[src/lpfd_pkg.sv]
// Shared types and constants for the length-prefixed frame deframer.
// No dependencies; every other file of the block uses this package.
package lpfd_pkg;

	// Frame buffer size; the body length may not exceed BUFFER_BYTES - 1.
	localparam int unsigned BUFFER_BYTES = 512;
	localparam int unsigned LEN_W = 16;
	localparam int unsigned OFS_W = 9;
	localparam logic [LEN_W-1:0] BUF_MAX_LEN = LEN_W'(BUFFER_BYTES - 1);

	// Configuration register file.
	localparam int unsigned ADDR_W = 4;
	localparam int unsigned DATA_W = 32;
	localparam logic [7:0] HEADER_RST = 8'h3A;
	localparam logic [7:0] STOP_RST = 8'h0A;
	localparam logic [OFS_W-1:0] LIMIT_RST = 9'd511;

	typedef enum logic [1:0] {
		REG_HEADER = 2'd0,
		REG_STOP   = 2'd1,
		REG_LIMIT  = 2'd2
	} reg_idx_t;

	typedef enum logic [1:0] {
		KIND_BODY = 2'd0,
		KIND_GOOD = 2'd1,
		KIND_BAD  = 2'd2,
		KIND_LONG = 2'd3
	} kind_t;

	typedef struct packed {
		logic [7:0]       header_byte;
		logic [7:0]       stop_byte;
		logic [OFS_W-1:0] length_limit;
	} cfg_t;

endpackage

[src/lpfd_if.sv]
// Valid/ready channel interfaces for received bytes and deframer results.
// Depends on lpfd_pkg for the result kind type and field widths.
interface lpfd_in_if;
	logic       valid;
	logic       ready;
	logic [7:0] rx_byte;

	modport source (output valid, output rx_byte, input ready);
	modport sink (input valid, input rx_byte, output ready);
endinterface

interface lpfd_out_if;
	logic                        valid;
	logic                        ready;
	lpfd_pkg::kind_t             kind;
	logic [7:0]                  body_byte;
	logic [lpfd_pkg::OFS_W-1:0]  body_offset;

	modport source (output valid, output kind, output body_byte, output body_offset,
		input ready);
	modport sink (input valid, input kind, input body_byte, input body_offset,
		output ready);
endinterface

[src/lpfd_cfg.sv]
// APB-style configuration registers: header byte, stop byte, length limit.
// Depends on lpfd_pkg for the register indexes, reset values and cfg_t.
module lpfd_cfg (
	input  logic                          clk,
	input  logic                          arst_n,
	input  logic                          psel,
	input  logic                          penable,
	input  logic                          pwrite,
	input  logic [lpfd_pkg::ADDR_W-1:0]   paddr,
	input  logic [lpfd_pkg::DATA_W-1:0]   pwdata,
	output logic [lpfd_pkg::DATA_W-1:0]   prdata,
	output logic                          pready,
	output lpfd_pkg::cfg_t                cfg
);
	import lpfd_pkg::*;

	logic [7:0]       header_q;
	logic [7:0]       stop_q;
	logic [OFS_W-1:0] limit_q;
	logic [1:0]       idx;
	logic             wr_en;

	assign idx    = paddr[3:2];
	assign wr_en  = psel & penable & pwrite;
	assign pready = 1'b1;

	always_ff @(posedge clk or negedge arst_n) begin
		if (!arst_n) begin
			header_q <= HEADER_RST;
			stop_q   <= STOP_RST;
			limit_q  <= LIMIT_RST;
		end else if (wr_en) begin
			unique case (idx)
				REG_HEADER: header_q <= pwdata[7:0];
				REG_STOP:   stop_q   <= pwdata[7:0];
				REG_LIMIT:  limit_q  <= pwdata[OFS_W-1:0];
				default: begin
					// Writes past the register list are dropped.
				end
			endcase
		end
	end

	always_comb begin
		unique case (idx)
			REG_HEADER: prdata = DATA_W'(header_q);
			REG_STOP:   prdata = DATA_W'(stop_q);
			REG_LIMIT:  prdata = DATA_W'(limit_q);
			default:    prdata = '0;
		endcase
	end

	assign cfg.header_byte  = header_q;
	assign cfg.stop_byte    = stop_q;
	assign cfg.length_limit = limit_q;

endmodule

[src/lpfd_core.sv]
// Deframer datapath: input byte register, frame state machine, result register.
// Depends on lpfd_pkg and the lpfd_in_if / lpfd_out_if channel interfaces.
module lpfd_core (
	input  logic           clk,
	input  logic           arst_n,
	input  lpfd_pkg::cfg_t cfg,
	lpfd_in_if.sink        in_ch,
	lpfd_out_if.source     out_ch
);
	import lpfd_pkg::*;

	typedef enum logic [1:0] {
		PH_HUNT   = 2'd0,
		PH_LEN_HI = 2'd1,
		PH_LEN_LO = 2'd2,
		PH_BODY   = 2'd3
	} phase_t;

	logic             valid_s1;
	logic [7:0]       rx_byte_s1;

	phase_t           phase_q;
	logic [7:0]       len_hi_q;
	logic [OFS_W-1:0] remaining_q;
	logic [OFS_W-1:0] offset_q;

	logic             out_valid_q;
	kind_t            kind_q;
	logic [7:0]       body_byte_q;
	logic [OFS_W-1:0] body_offset_q;

	// Next-state and result decode for the byte held in the input register.
	phase_t           phase_d;
	logic [OFS_W-1:0] remaining_d;
	logic [OFS_W-1:0] offset_d;
	logic             has_res;
	kind_t            res_kind;
	logic [7:0]       res_byte;
	logic [OFS_W-1:0] res_offset;
	logic [LEN_W-1:0] frame_len;
	logic [LEN_W-1:0] cap;
	logic             out_free;
	logic             fire;

	assign frame_len = {len_hi_q, rx_byte_s1};
	assign cap = (LEN_W'(cfg.length_limit) > BUF_MAX_LEN) ? BUF_MAX_LEN
		: LEN_W'(cfg.length_limit);

	always_comb begin
		phase_d     = phase_q;
		remaining_d = remaining_q;
		offset_d    = offset_q;
		has_res     = 1'b0;
		res_kind    = KIND_BODY;
		res_byte    = '0;
		res_offset  = '0;
		unique case (phase_q)
			PH_HUNT: begin
				if (rx_byte_s1 == cfg.header_byte) begin
					phase_d = PH_LEN_HI;
				end
			end
			PH_LEN_HI: begin
				phase_d = PH_LEN_LO;
			end
			PH_LEN_LO: begin
				offset_d = '0;
				if (frame_len > cap) begin
					remaining_d = '0;
					phase_d     = PH_HUNT;
					has_res     = 1'b1;
					res_kind    = KIND_LONG;
				end else begin
					// The cap never exceeds the offset range, so the low bits hold it all.
					remaining_d = frame_len[OFS_W-1:0];
					phase_d     = PH_BODY;
				end
			end
			PH_BODY: begin
				has_res = 1'b1;
				if (remaining_q == '0) begin
					res_kind   = (rx_byte_s1 == cfg.stop_byte) ? KIND_GOOD : KIND_BAD;
					res_offset = offset_q;
					offset_d   = '0;
					phase_d    = PH_HUNT;
				end else begin
					res_kind    = KIND_BODY;
					res_byte    = rx_byte_s1;
					res_offset  = offset_q;
					remaining_d = remaining_q - 1'b1;
					offset_d    = offset_q + 1'b1;
				end
			end
			default: begin
				phase_d = PH_HUNT;
			end
		endcase
	end

	// A byte that yields no result moves on even while the result register is full.
	assign out_free    = !out_valid_q || out_ch.ready;
	assign fire        = valid_s1 && (!has_res || out_free);
	assign in_ch.ready = !valid_s1 || fire;

	always_ff @(posedge clk) begin
		if (in_ch.valid && in_ch.ready) begin
			rx_byte_s1 <= in_ch.rx_byte;
		end
		if (fire && phase_q == PH_LEN_HI) begin
			len_hi_q <= rx_byte_s1;
		end
	end

	always_ff @(posedge clk or negedge arst_n) begin
		if (!arst_n) begin
			valid_s1      <= 1'b0;
			phase_q       <= PH_HUNT;
			remaining_q   <= '0;
			offset_q      <= '0;
			out_valid_q   <= 1'b0;
			kind_q        <= KIND_BODY;
			body_byte_q   <= '0;
			body_offset_q <= '0;
		end else begin
			if (in_ch.ready) begin
				valid_s1 <= in_ch.valid;
			end
			if (fire) begin
				phase_q     <= phase_d;
				remaining_q <= remaining_d;
				offset_q    <= offset_d;
			end
			if (fire && has_res) begin
				out_valid_q   <= 1'b1;
				kind_q        <= res_kind;
				body_byte_q   <= res_byte;
				body_offset_q <= res_offset;
			end else if (out_ch.ready) begin
				out_valid_q <= 1'b0;
			end
		end
	end

	assign out_ch.valid       = out_valid_q;
	assign out_ch.kind        = kind_q;
	assign out_ch.body_byte   = body_byte_q;
	assign out_ch.body_offset = body_offset_q;

	// Offset plus bytes still due is the accepted body length, which fits the cap.
	a_body_len: assert property (@(posedge clk) disable iff (!arst_n)
		phase_q == PH_BODY |->
			({1'b0, offset_q} + {1'b0, remaining_q}) <= (OFS_W + 1)'(BUF_MAX_LEN))
		else $error("body offset and remaining count exceed the buffer");

	a_long_zero: assert property (@(posedge clk) disable iff (!arst_n)
		out_valid_q && kind_q == KIND_LONG |-> body_offset_q == '0 && body_byte_q == '0)
		else $error("length error result carries nonzero fields");

	a_end_zero: assert property (@(posedge clk) disable iff (!arst_n)
		out_valid_q && kind_q != KIND_BODY |-> body_byte_q == '0)
		else $error("frame end result carries a body byte");

	a_hold_s1: assert property (@(posedge clk) disable iff (!arst_n)
		valid_s1 && !fire |=> valid_s1 && $stable(rx_byte_s1) && $stable(phase_q))
		else $error("stalled input byte was lost or state moved");

	a_body_res: assert property (@(posedge clk) disable iff (!arst_n)
		fire && phase_q == PH_BODY |=> out_valid_q)
		else $error("body phase byte produced no result");

endmodule

[src/length_prefixed_frame_deframer.sv]
// Length-prefixed frame deframer top level: config registers and deframer core.
// Path: an accepted byte goes to the input register, then its result to the result register.
// Throughput: one byte per cycle; the input stalls only while a result is held
// by out_ch.ready and the byte in the input register would produce another one.
// Reset: arst_n clears to hunt, registers return to header 0x3A, stop 0x0A, limit 511.
module length_prefixed_frame_deframer (
	input  logic                          clk,
	input  logic                          arst_n,
	lpfd_in_if.sink                       in_ch,
	lpfd_out_if.source                    out_ch,
	input  logic                          psel,
	input  logic                          penable,
	input  logic                          pwrite,
	input  logic [lpfd_pkg::ADDR_W-1:0]   paddr,
	input  logic [lpfd_pkg::DATA_W-1:0]   pwdata,
	output logic [lpfd_pkg::DATA_W-1:0]   prdata,
	output logic                          pready
);
	import lpfd_pkg::*;

	cfg_t cfg;

	lpfd_cfg u_cfg (
		.clk     (clk),
		.arst_n  (arst_n),
		.psel    (psel),
		.penable (penable),
		.pwrite  (pwrite),
		.paddr   (paddr),
		.pwdata  (pwdata),
		.prdata  (prdata),
		.pready  (pready),
		.cfg     (cfg)
	);

	lpfd_core u_core (
		.clk    (clk),
		.arst_n (arst_n),
		.cfg    (cfg),
		.in_ch  (in_ch),
		.out_ch (out_ch)
	);

endmodule
[src/flat_wrapper.sv]
// flat-port wrapper written by rule: the top's interface ports become plain ports
module length_prefixed_frame_deframer_flat import lpfd_pkg::*;
  (clk, arst_n, psel, penable, pwrite, paddr, pwdata, prdata, pready, in_ch_valid, in_ch_rx_byte, in_ch_ready, out_ch_valid, out_ch_kind, out_ch_body_byte, out_ch_body_offset, out_ch_ready);
  lpfd_in_if in_ch_i ();
  lpfd_out_if out_ch_i ();
  input  logic clk;
  input  logic arst_n;
  input  logic psel;
  input  logic penable;
  input  logic pwrite;
  input  logic [lpfd_pkg::ADDR_W-1:0] paddr;
  input  logic [lpfd_pkg::DATA_W-1:0] pwdata;
  output logic [lpfd_pkg::DATA_W-1:0] prdata;
  output logic pready;
  input wire logic [$bits(in_ch_i.valid)-1:0] in_ch_valid;
  input wire logic [$bits(in_ch_i.rx_byte)-1:0] in_ch_rx_byte;
  output wire logic [$bits(in_ch_i.ready)-1:0] in_ch_ready;
  output wire logic [$bits(out_ch_i.valid)-1:0] out_ch_valid;
  output wire logic [$bits(out_ch_i.kind)-1:0] out_ch_kind;
  output wire logic [$bits(out_ch_i.body_byte)-1:0] out_ch_body_byte;
  output wire logic [$bits(out_ch_i.body_offset)-1:0] out_ch_body_offset;
  input wire logic [$bits(out_ch_i.ready)-1:0] out_ch_ready;
  assign in_ch_i.valid = in_ch_valid;
  assign in_ch_i.rx_byte = in_ch_rx_byte;
  assign in_ch_ready = in_ch_i.ready;
  assign out_ch_valid = out_ch_i.valid;
  assign out_ch_kind = out_ch_i.kind;
  assign out_ch_body_byte = out_ch_i.body_byte;
  assign out_ch_body_offset = out_ch_i.body_offset;
  assign out_ch_i.ready = out_ch_ready;
  length_prefixed_frame_deframer u_core (.clk(clk), .arst_n(arst_n), .in_ch(in_ch_i), .out_ch(out_ch_i), .psel(psel), .penable(penable), .pwrite(pwrite), .paddr(paddr), .pwdata(pwdata), .prdata(prdata), .pready(pready));
endmodule
[config.mk]
export PLATFORM = sky130hd
export DESIGN_NAME = length_prefixed_frame_deframer_flat
export DESIGN_NICKNAME = d
export VERILOG_FILES = /design/src/lpfd_pkg.sv /design/src/lpfd_if.sv /design/src/lpfd_cfg.sv /design/src/lpfd_core.sv /design/src/length_prefixed_frame_deframer.sv /design/src/flat_wrapper.sv
export SDC_FILE = /design/constraint.sdc
export NUM_CORES = 1
export LEC_CHECK = 0
export BUFFER_PORTS_ARGS = -buffer_cell sky130_fd_sc_hd__buf_2
export CAP_MARGIN = 20
export CORE_UTILIZATION = 50
export DETAILED_ROUTE_END_ITERATION = 12
export PLACE_DENSITY = 0.75
export SETUP_SLACK_MARGIN = 0.5
export SKIP_LAST_GASP = 1
export SLEW_MARGIN = 40
export SYNTH_ARGS = -nofsm -noshare
export SYNTH_HDL_FRONTEND = slang
export SYNTH_SLANG_ARGS = --single-unit
[constraint.sdc]
create_clock -name clk -period 2.9 [get_ports clk]
set_clock_uncertainty 0.2 [all_clocks]
set_input_delay 0.58 -clock clk [delete_from_list [all_inputs] [get_ports clk]]
set_output_delay 0.58 -clock clk [all_outputs]
set_load 0.03 [all_outputs]
==> results of run 1 <==
cell usage in the layout (no fill, tap or decap), drive strengths merged, types with 12 or more instances in the layout:
| cell type | synthesis | routed |
|---|---|---|
| mux2 | 17 | 17 |
| nand2 | 31 | 31 |
| a22o | 17 | 17 |
| edfxtp | 16 | 16 |
| buf | 30 | 95 |
| inv | 22 | 25 |
| mux2i | 13 | 13 |
| nor2 | 13 | 13 |
| o21ai | 25 | 25 |
| nor3 | 12 | 12 |
| conb | 2 | 24 |
| dfrtp | 51 | 51 |
| dfstp | 15 | 15 |
| a21oi | 17 | 17 |
through the flow:
step | hold slack, ns | utilization
finish | 0.0971 | 0.652
global route | 0.142 | 0.652
CTS | 0.188 | 0.620
detailed placement | 0.276 | 0.580
global placement | 0.280 | 0.580
floorplan | 0.0844 | -
registers in the layout, indices dropped and copies added, names as in the netlist:
register	flops
u_core.u_core.valid_s1	1
u_core.u_cfg.limit_q	9
u_core.u_core.out_ch.body_offset	9
u_core.u_cfg.header_q	8
u_core.u_core.len_hi_q	8
u_core.u_core.remaining_q	9
u_core.u_core.phase_q	2
u_core.u_cfg.stop_q	8
u_core.u_core.offset_q	9
u_core.u_core.out_ch.kind	2
u_core.u_core.rx_byte_s1	8
u_core.u_core.out_ch.body_byte	8
u_core.u_core.out_ch.valid	1
metal layers:
metal / routed length (µm) / share of wire / track usage
met1: 4460 / 0.42 / 0.326
met2: 5160 / 0.49 / 0.394
met3: 679 / 0.064 / 0.0427
met4: 337 / 0.032 / 0.121
met5: 0 / 0 / 0
logic make-up after synthesis:
kind of cell / count (synthesis) / share of synthesized area
DFF: 82 / 0.503
AOI/OAI and AO/OA: 103 / 0.164
buffers and inverters: 61 / 0.0758
xor gates and xnor gates: 16 / 0.0328
muxes: 30 / 0.0753
other: 2 / 0.00176
and+or+nand+nor: 95 / 0.114
adders and majority gates: 11 / 0.0322
final timing paths:
path	from	end	slack, ns	cells past startpoint
worst max-delay path	u_core.u_cfg.limit_q[7]	in_ch_ready	-0.09	8
worst min-delay path	arst_n	u_core.u_cfg.stop_q[7]	0.1	2
worst max register to register	u_core.u_cfg.limit_q[7]	u_core.u_core.offset_q[8]	0.22	9
worst min register to register	u_core.u_core.out_ch.body_offset[0]	u_core.u_core.out_ch.body_offset[0]	0.30	1
max in group asynchronous	arst_n	u_core.u_core.remaining_q[8]	1.98	2
min in group clk	in_ch_rx_byte[3]	u_core.u_core.rx_byte_s1[3]	0.20	1
report_power, final:
group	switching [µW]	internal, µW
clock network	440	317
logic	745	567
registers	220	1440
total	1410	2330
cell type report:
| type | count | area, µm² |
|---|---|---|
| flip-flops and latches | 82 | 2150 |
| multi-input cells | 279 | 2220 |
| well taps | 105 | 131 |
| clock inverters | 7 | 52.6 |
| inverters | 22 | 82.6 |
| clock buffers | 9 | 124 |
| fillers | 620 | 2870 |
| repair buffers | 97 | 628 |
what timing repair did:
item,in CTS,in global routing
pin swaps,4,12
cloned,1,1
setup endpoints to repair,48,50
setup buffers,7,10
gates resized for setup,26,38
hold buffers,0,0
worst max-delay path, stage by stage, from the launching register on:
cell and delay [ns]:
dfstp_2 0.55, inv_2 0.05, ha_4 0.21, and3_4 0.18
a221o_1 0.37, nor3_4 0.17, a21oi_4 0.09, nand2_4 0.08
buf_6 0.14
==> flow_summary.toml, run 1 <==
[run_status]
status = "complete, but fails checks"
failed_checks = "setup timing"

[route]
wl_per_cell_um = 17.7
drtIter0Drc = 310
routed_wl_um = 10600
dr.pass1.iters = 5
post-route-drc-count = 0
viasPerCell = 5.85
detail-route-antenna-nets = 0
vias = 3514

[worst_setup_path]
cp.arrival_ns = 2.21
critPathMaxFanout = 3
end_kind = "output port"
required_ns = 2.12
worstSetupPathType = "register to output port"
worstSetupStartpointType = "register"

[clocking]
insertion_delay_ns = 0.36
cts_max_level = 3
cts.sink_count = 82
cts_tree = "built"
clk_path_buf_depth = 2
cts_buffers = 9
clkTransAtPathRegs_ns = 0.09
root_buffer = "clkbuf_8"

[sta]
finalCritPeriodShare = 1.03
post-route-min-period_ns = 2.99
tightest_slew_ns = 0.678
finalHoldViolCount = 0
rsz0062_at_grt = "yes"
slew_headroom = 0.547
max_freq_mhz = 335
fin_ws_ns = -0.0867
maxSlewViolCount = 0
setup_violations = 1
setup_tns_ns = -0.0867

[synth]
synth_edf_count = 16
syn_inst = 400
ys_async_sr_fraction = 0.805
ys_ff_latch = 82
synth_area_leaders = "dfrtp_1, edfxtp_1, dfstp_2, mux2_2, buf_4"
synth-seq-area-share = 0.503
yosysTopAreaCellShare = 0.299
synth_area_leader_cell = "dfrtp_1"
netlist_area_mm2 = 0.00427
yosysMostFrequentCell = "dfrtp_1"
synth_common_cells = "dfrtp_1, nand2_1, o21ai_0"
ys.flop_type = "dfrtp_1"
synth-warning-count = 0
synth.avg_cell_area_um2 = 10.7
synth.distinct_cells = 54

[floorplanning]
die_h_um = 94.4
die_area_mm2 = 0.00892
start_util = 0.517
rows = 33
boundaryPins = 105
core-area_mm2 = 0.00826
die_x_um = 94.4

[global_route]
grt.total_usage = 0.247
grt_pass1_wl_um = 16500
grt_max_degree = 67
grt_antenna_before_repair = 0
grt_pass1_vias = 3357
grt-ovfl-total = 0

[power_and_ir_drop]
p_total_uw = 3730
power_density_mw_per_mm2 = 693
ir_drop_mv = 0.435
leakage_uw = 0.00235

[run]
drv_cap = 0

[layout]
final_cell_area_mm2 = 0.00539
area_growth_pct = 26.0
n_antenna_cell = 0
layout.cells.non_filler = 601
layout.nets = 553
drive_gt1_frac = 0.401

[place]
place_congestion = 0.840
dpl_cell_area_mm2 = 0.00479
dp_hpwl_um = 7030
io_buffers = 55
dpl.cell_count = 566
pre_cts_ws_ns = 0.182

[min_path]
hp-class = "primary input to async pin"
No activity file was read; power rests on OpenSTA's default activity.
==> inputs of run 2 (changes only) <==
CORE_ASPECT_RATIO = 1.5   (was default)
CORE_UTILIZATION = 45   (was 50)
PLACE_DENSITY = 0.68   (was 0.75)
==> run 2 against run 1 <==
The run still ends with setup timing left. Combinational power is essentially flat. Die area grew 11%. Worst hold slack lost 0.059 ns. Sequential power is essentially flat. Non-clock buffer count shrank 5. Final cell count grew 0.33%.
==> flow_summary.toml, run 2 (synthesized netlist as in run 1, its figures left out) <==
[global_route]
grt.total_usage = 0.235
grt_antenna_before_repair = 0
grt-ovfl-total = 0
grt_pass1_wl_um = 17000
grt_pass1_vias = 3368
grt_max_degree = 43

[floorplanning]
start_util = 0.462
boundaryPins = 105
die_area_mm2 = 0.00990
die_h_um = 121
rows = 43
core-area_mm2 = 0.00925
die_x_um = 81.6

[worst_setup_path]
end_kind = "output port"
required_ns = 2.12
worstSetupPathType = "register to output port"
worstPathCellList = "inv_2 > ha_4 > and3_4 > a221o_1 > nor3_2 > a21oi_4 > nand2_4 > buf_6"
max_stage_delay_ns = 0.53
critPathSlowestCell = "dfstp_2"
worstSetupStartpointType = "register"
cp.arrival_ns = 2.17
critPathMaxFanout = 3

[layout]
area_growth_pct = 29.2
n_antenna_cell = 0
layout_common_cells = "buf_2, dfrtp_1, buf_4, nand2_1, conb_1"
final_util = 0.597
layout_commonest_cell = "buf_2"
register_area_mm2 = 0.00215
layout.nets = 548
fillers = 761
multi_input_area_mm2 = 0.00221
final_cell_area_mm2 = 0.00552
drive_gt1_frac = 0.405
layout.cells.non_filler = 603

[clocking]
cts.sink_count = 82
clk_path_buf_depth = 2
clkTransAtPathRegs_ns = 0.06
cts_buffers = 9
insertion_delay_ns = 0.34
postCtsHoldBufs = 0
cts_tree = "built"
root_buffer = "clkbuf_16"
cts_max_level = 3

[power_and_ir_drop]
p_total_uw = 4190
power_density_mw_per_mm2 = 758
leakage_uw = 0.00240
ir_drop_mv = 0.564

[sta]
post-route-min-period_ns = 2.95
maxSlewViolCount = 0
holdWs_ns = 0.0376
setup_violations = 1
finalCritPeriodShare = 1.02
rsz0062_at_grt = "yes"
fin_ws_ns = -0.0500
tightest_slew_ns = 0.637
finalHoldViolCount = 0
slew_headroom = 0.574
max_freq_mhz = 339

[place]
io_buffers = 55
dp_hpwl_um = 7460
dpl.cell_count = 571
dpl_cell_area_mm2 = 0.00479
place_congestion = 0.864

[route]
drtIter0Drc = 192
vias = 3396
viasPerCell = 5.63
wl_per_cell_um = 17.8
post-route-drc-count = 0
detail-route-antenna-nets = 0
routed_wl_um = 10700
dr.pass1.iters = 4

[run_status]
status = "complete, but fails checks"
failed_checks = "setup timing"

[min_path]
hp-class = "primary input to async pin"

[run]
drv_cap = 0
## run 2: changes by cell type in the layout (fill, tap and decap cells not counted), moves of 3 or more
cell	delta
clkbuf_8	-9
buf_6	-4
clkbuf_16	+9
buf_12	+3
buf_4	-5
## run 2: worst paths after layout
path	startpoint	end	slack [ns]	depth (start not counted)
setup / recovery	u_core.u_cfg.limit_q[8]	in_ch_ready	-0.05	8
hold / removal	arst_n	u_core.u_core.out_ch.body_offset[5]	0.04	1
setup reg to reg	u_core.u_cfg.limit_q[8]	u_core.u_core.out_ch.body_byte[6]	0.31	9
hold reg to reg	u_core.u_core.out_ch.body_offset[0]	u_core.u_core.out_ch.body_offset[0]	0.29	1
max in group asynchronous	arst_n	u_core.u_cfg.header_q[5]	1.78	2
min in group clk	in_ch_rx_byte[4]	u_core.u_core.rx_byte_s1[4]	0.21	1
## run 2: timing repair
action / CTS / global route
pin swaps: 15 / 5
setup buffers: 8 / 7
resized for setup: 50 / 14
hold endpoints to repair: 0 / 0
endpoints found under the setup margin: 54 / 52
cloned: 1 / 0
## run 2: cell type report
type	count	share of cell area
multi-input combinational	279	0.401
inverter	22	0.0150
clock inverter	7	0.0184
tap	112	0.0254
clock buffer	9	0.0408
timing repair buffer	92	0.110
sequential	82	0.390
## run 2: routing by layer
layer	part of all wire	track usage
met3	0.032	0.0323
met5	0	0
met2	0.56	0.417
met4	0.038	0.133
met1	0.37	0.262
## run 2: through the flow
stage / setup TNS, ns / worst slack [ns]
after floorplan: 0 / 0.371
after global placement: 0 / 0.165
after detailed placement: 0 / 0.135
after CTS: -0.0624 / -0.0624
after global routing: -0.107 / -0.107
final: -0.0500 / -0.0500
## run 2: report_power, final
| group | internal (µW) | switching (µW) |
|---|---|---|
| Clock | 762 | 479 |
| Sequential | 1450 | 221 |
| Combinational | 567 | 709 |
## run 2: worst max-delay path: cells and delay by family (launching register included)
family | cells | cell delay (ns)
adder cells (fa/ha/maj) | 1 | 0.21
flip-flops | 1 | 0.53
AO/OA/AOI/OAI | 2 | 0.44
buffers and inverters | 2 | 0.19
AND/OR/NAND/NOR | 3 | 0.44
==> inputs of run 3 (changes only) <==
ABC_AREA = 1   (was default)
CTS_CLUSTER_SIZE = 30   (was default)
PLACE_DENSITY = 0.67   (was 0.68)
==> run 3 against run 2 <==
The flow finishes with violations (DRC, setup timing). Flip-flop and latch count unchanged. Critical path type unchanged. Highest routed layer unchanged. Clock power down 6%. Via count up 21%. Core utilization down 2.0 points. Fmax up 0.69%. Worst setup slack better by 0.020 ns. First-iteration DRC count up 67%. Combinational power up 28%. Power up 4.4%.
==> flow_summary.toml, run 3 <==
[run_status]
status = "complete, but fails checks"
failed_checks = "DRC, setup timing"

[sta]
tightest_slew_ns = 0.621
maxSlewViolCount = 0
setup_tns_ns = -0.0297
holdWs_ns = 0.0479
post-route-min-period_ns = 2.93
finalHoldViolCount = 0
finalCritPeriodShare = 1.01
rsz0062_at_grt = "yes"
max_freq_mhz = 341
slew_headroom = 0.584
setup_violations = 1
fin_ws_ns = -0.0297

[worst_setup_path]
timing.reg2reg.setup_slack_ns = 0.02
r2r_start = "u_core.u_cfg.limit_q[3]"
r2r-end = "u_core.u_core.out_ch.body_byte[7]"
required_ns = 2.12
worstSetupPathType = "register to output port"
critPathMaxFanout = 2
r2r_cells = 23
worstSetupStartpointType = "register"
end_kind = "output port"
cp.arrival_ns = 2.15

[synth]
synth_area_leader_cell = "dfrtp_1"
ys_async_sr_fraction = 0.805
synth_common_cells = "nand2_1, inv_1, dfrtp_1, nor2_1, nand4_1"
yosysMostFrequentCell = "nand2_1"
synth_area_leaders = "dfrtp_1, nand2_1, edfxtp_1, dfstp_2, nand4_1"
ys_ff_latch = 82
synth-seq-area-share = 0.464
ys.flop_type = "dfrtp_1"
synth.avg_cell_area_um2 = 8.02
yosysTopAreaCellShare = 0.275
synth-warning-count = 0
syn_inst = 578
netlist_area_mm2 = 0.00464
synth_edf_count = 16
synth.distinct_cells = 37

[power_and_ir_drop]
netSwitchingFraction = 0.375
leakage_uw = 0.00295
clkPwrFrac = 0.265
ir_drop_mv = 0.485
power_frac_seq = 0.360
p_switching_uw = 1640
power_density_mw_per_mm2 = 752
p_total_uw = 4370
p_comb_frac = 0.375
internal_power_uw = 2730

[layout]
layout.nets = 727
multi_input_area_mm2 = 0.00227
layout_commonest_cell = "nand2_1"
fillers = 910
n_antenna_cell = 0
layout_common_cells = "nand2_1, buf_2, dfrtp_1, nor2_1, inv_1"
layout.cells.non_filler = 787
drive_gt1_frac = 0.288
area_growth_pct = 25.3
register_area_mm2 = 0.00215

[clocking]
cts_max_level = 3
cts_tree = "built"
insertion_delay_ns = 0.34
root_buffer = "clkbuf_16"
clkTransAtPathRegs_ns = 0.06
clk_path_buf_depth = 2
cts.sink_count = 82
postCtsHoldBufs = 0
cts_buffers = 9

[place]
dpl.cell_count = 747
io_buffers = 55
place_congestion = 0.859
pre_cts_ws_ns = 0.174
dp_hpwl_um = 8070

[global_route]
grt_antenna_before_repair = 0
grt_pass1_vias = 3879
grt_pass1_wl_um = 18600
grt_max_degree = 46
grt-ovfl-total = 0
grt.total_usage = 0.224

[floorplanning]
die_area_mm2 = 0.0107
die_x_um = 84.9
boundaryPins = 105
rows = 45
start_util = 0.460
die_h_um = 126
core-area_mm2 = 0.0101

[route]
routed_wl_um = 11800
viasPerCell = 5.21
drtIter0Drc = 321
post-route-drc-count = 10
dr.pass1.iters = 11
vias = 4104
wl_per_cell_um = 15.0
detail-route-antenna-nets = 0

[min_path]
hp-class = "primary input to async pin"

[run]
drv_cap = 0
-- run 3: cell count changes after synthesis, sizes merged, moves of 9 or more --
| cell | before | now |
|---|---|---|
| inv | 22 | 59 |
| nand2 | 31 | 193 |
| mux2i | 13 | 0 |
| a31oi | 9 | 0 |
| nand4 | 4 | 45 |
| a21oi | 17 | 7 |
| a22o | 17 | 0 |
| nor2 | 13 | 51 |
| mux2 | 17 | 0 |
-- run 3: worst max-delay path by stage --
stage	from	slack (ns)	cells after the start	endpoint
floorplan	u_core.u_cfg.limit_q[2]	0.50	13	in_ch_ready
global placement	u_core.u_cfg.limit_q[4]	0.18	12	in_ch_ready
detailed placement	u_core.u_cfg.limit_q[4]	0.17	12	in_ch_ready
CTS	u_core.u_cfg.limit_q[1]	-0.02	14	in_ch_ready
global route	u_core.u_cfg.limit_q[1]	-0.12	14	in_ch_ready
finish	u_core.u_cfg.limit_q[3]	-0.03	14	in_ch_ready
-- run 3: layer usage --
layer  part of all wire  vias to the layer above  global-route usage
met5                  0                        -                   0
met4              0.037                        0               0.111
met3              0.044                       34              0.0423
met2               0.55                      135               0.419
met1               0.37                     1925               0.237
li1                   -                     2010                   -
-- run 3: critical path, cell delays in order (launching register included) --
cell and delay, ns:
dfstp_2 0.53, inv_2 0.05, ha_4 0.26, nand2_2 0.05, inv_1 0.04, nand2_1 0.04
nand2_1 0.07, nand2_1 0.05, nand2_1 0.05, nand2_1 0.06, nand2_2 0.08, nand2_4 0.06
o21ai_4 0.19, nand3_4 0.10, buf_6 0.16
-- run 3: power by group through the flow --
| stage | Sequential [µW] | Clock [µW] | Combinational [µW] |
|---|---|---|---|
| after floorplan | 1630 | 0 | 920 |
| after global placement | 1570 | 0 | 1280 |
| after detailed placement | 1570 | 0 | 1310 |
| after CTS | 1560 | 1170 | 1410 |
| after global routing | 1600 | 1220 | 1800 |
| final | 1570 | 1160 | 1640 |
-- run 3: logic make-up after synthesis --
family,count (synthesis),share of synthesized area
adder cells (fa/ha/maj),11,0.0297
flip-flops,82,0.464
buffers and inverters,104,0.114
AND/OR/NAND/NOR,317,0.304
XOR/XNOR,15,0.0283
other,2,0.00162
AO/OA/AOI/OAI,47,0.0593
-- run 3: metrics by stage --
stage,cell area (µm²),utilization
after floorplan,4790,-
after global placement,5060,0.503
after detailed placement,5060,0.503
after CTS,5540,0.549
after global routing,5810,0.577
final,5810,0.577
-- run 3: area by class of cell --
| type | instances | area share |
|---|---|---|
| clock buffers | 14 | 0.0454 |
| multi-input cells | 415 | 0.390 |
| well taps | 117 | 0.0252 |
| inverters | 59 | 0.0385 |
| flip-flops and latches | 82 | 0.370 |
| clock inverters | 2 | 0.00624 |
| repair buffers | 98 | 0.124 |
-- run 3: repair_timing --
action | 4_1_cts | 5_1_grt
resized for setup | 25 | 47
setup endpoints to repair | 57 | 57
pin swaps | 6 | 17
setup buffers | 7 | 13
cloned | 2 | 2
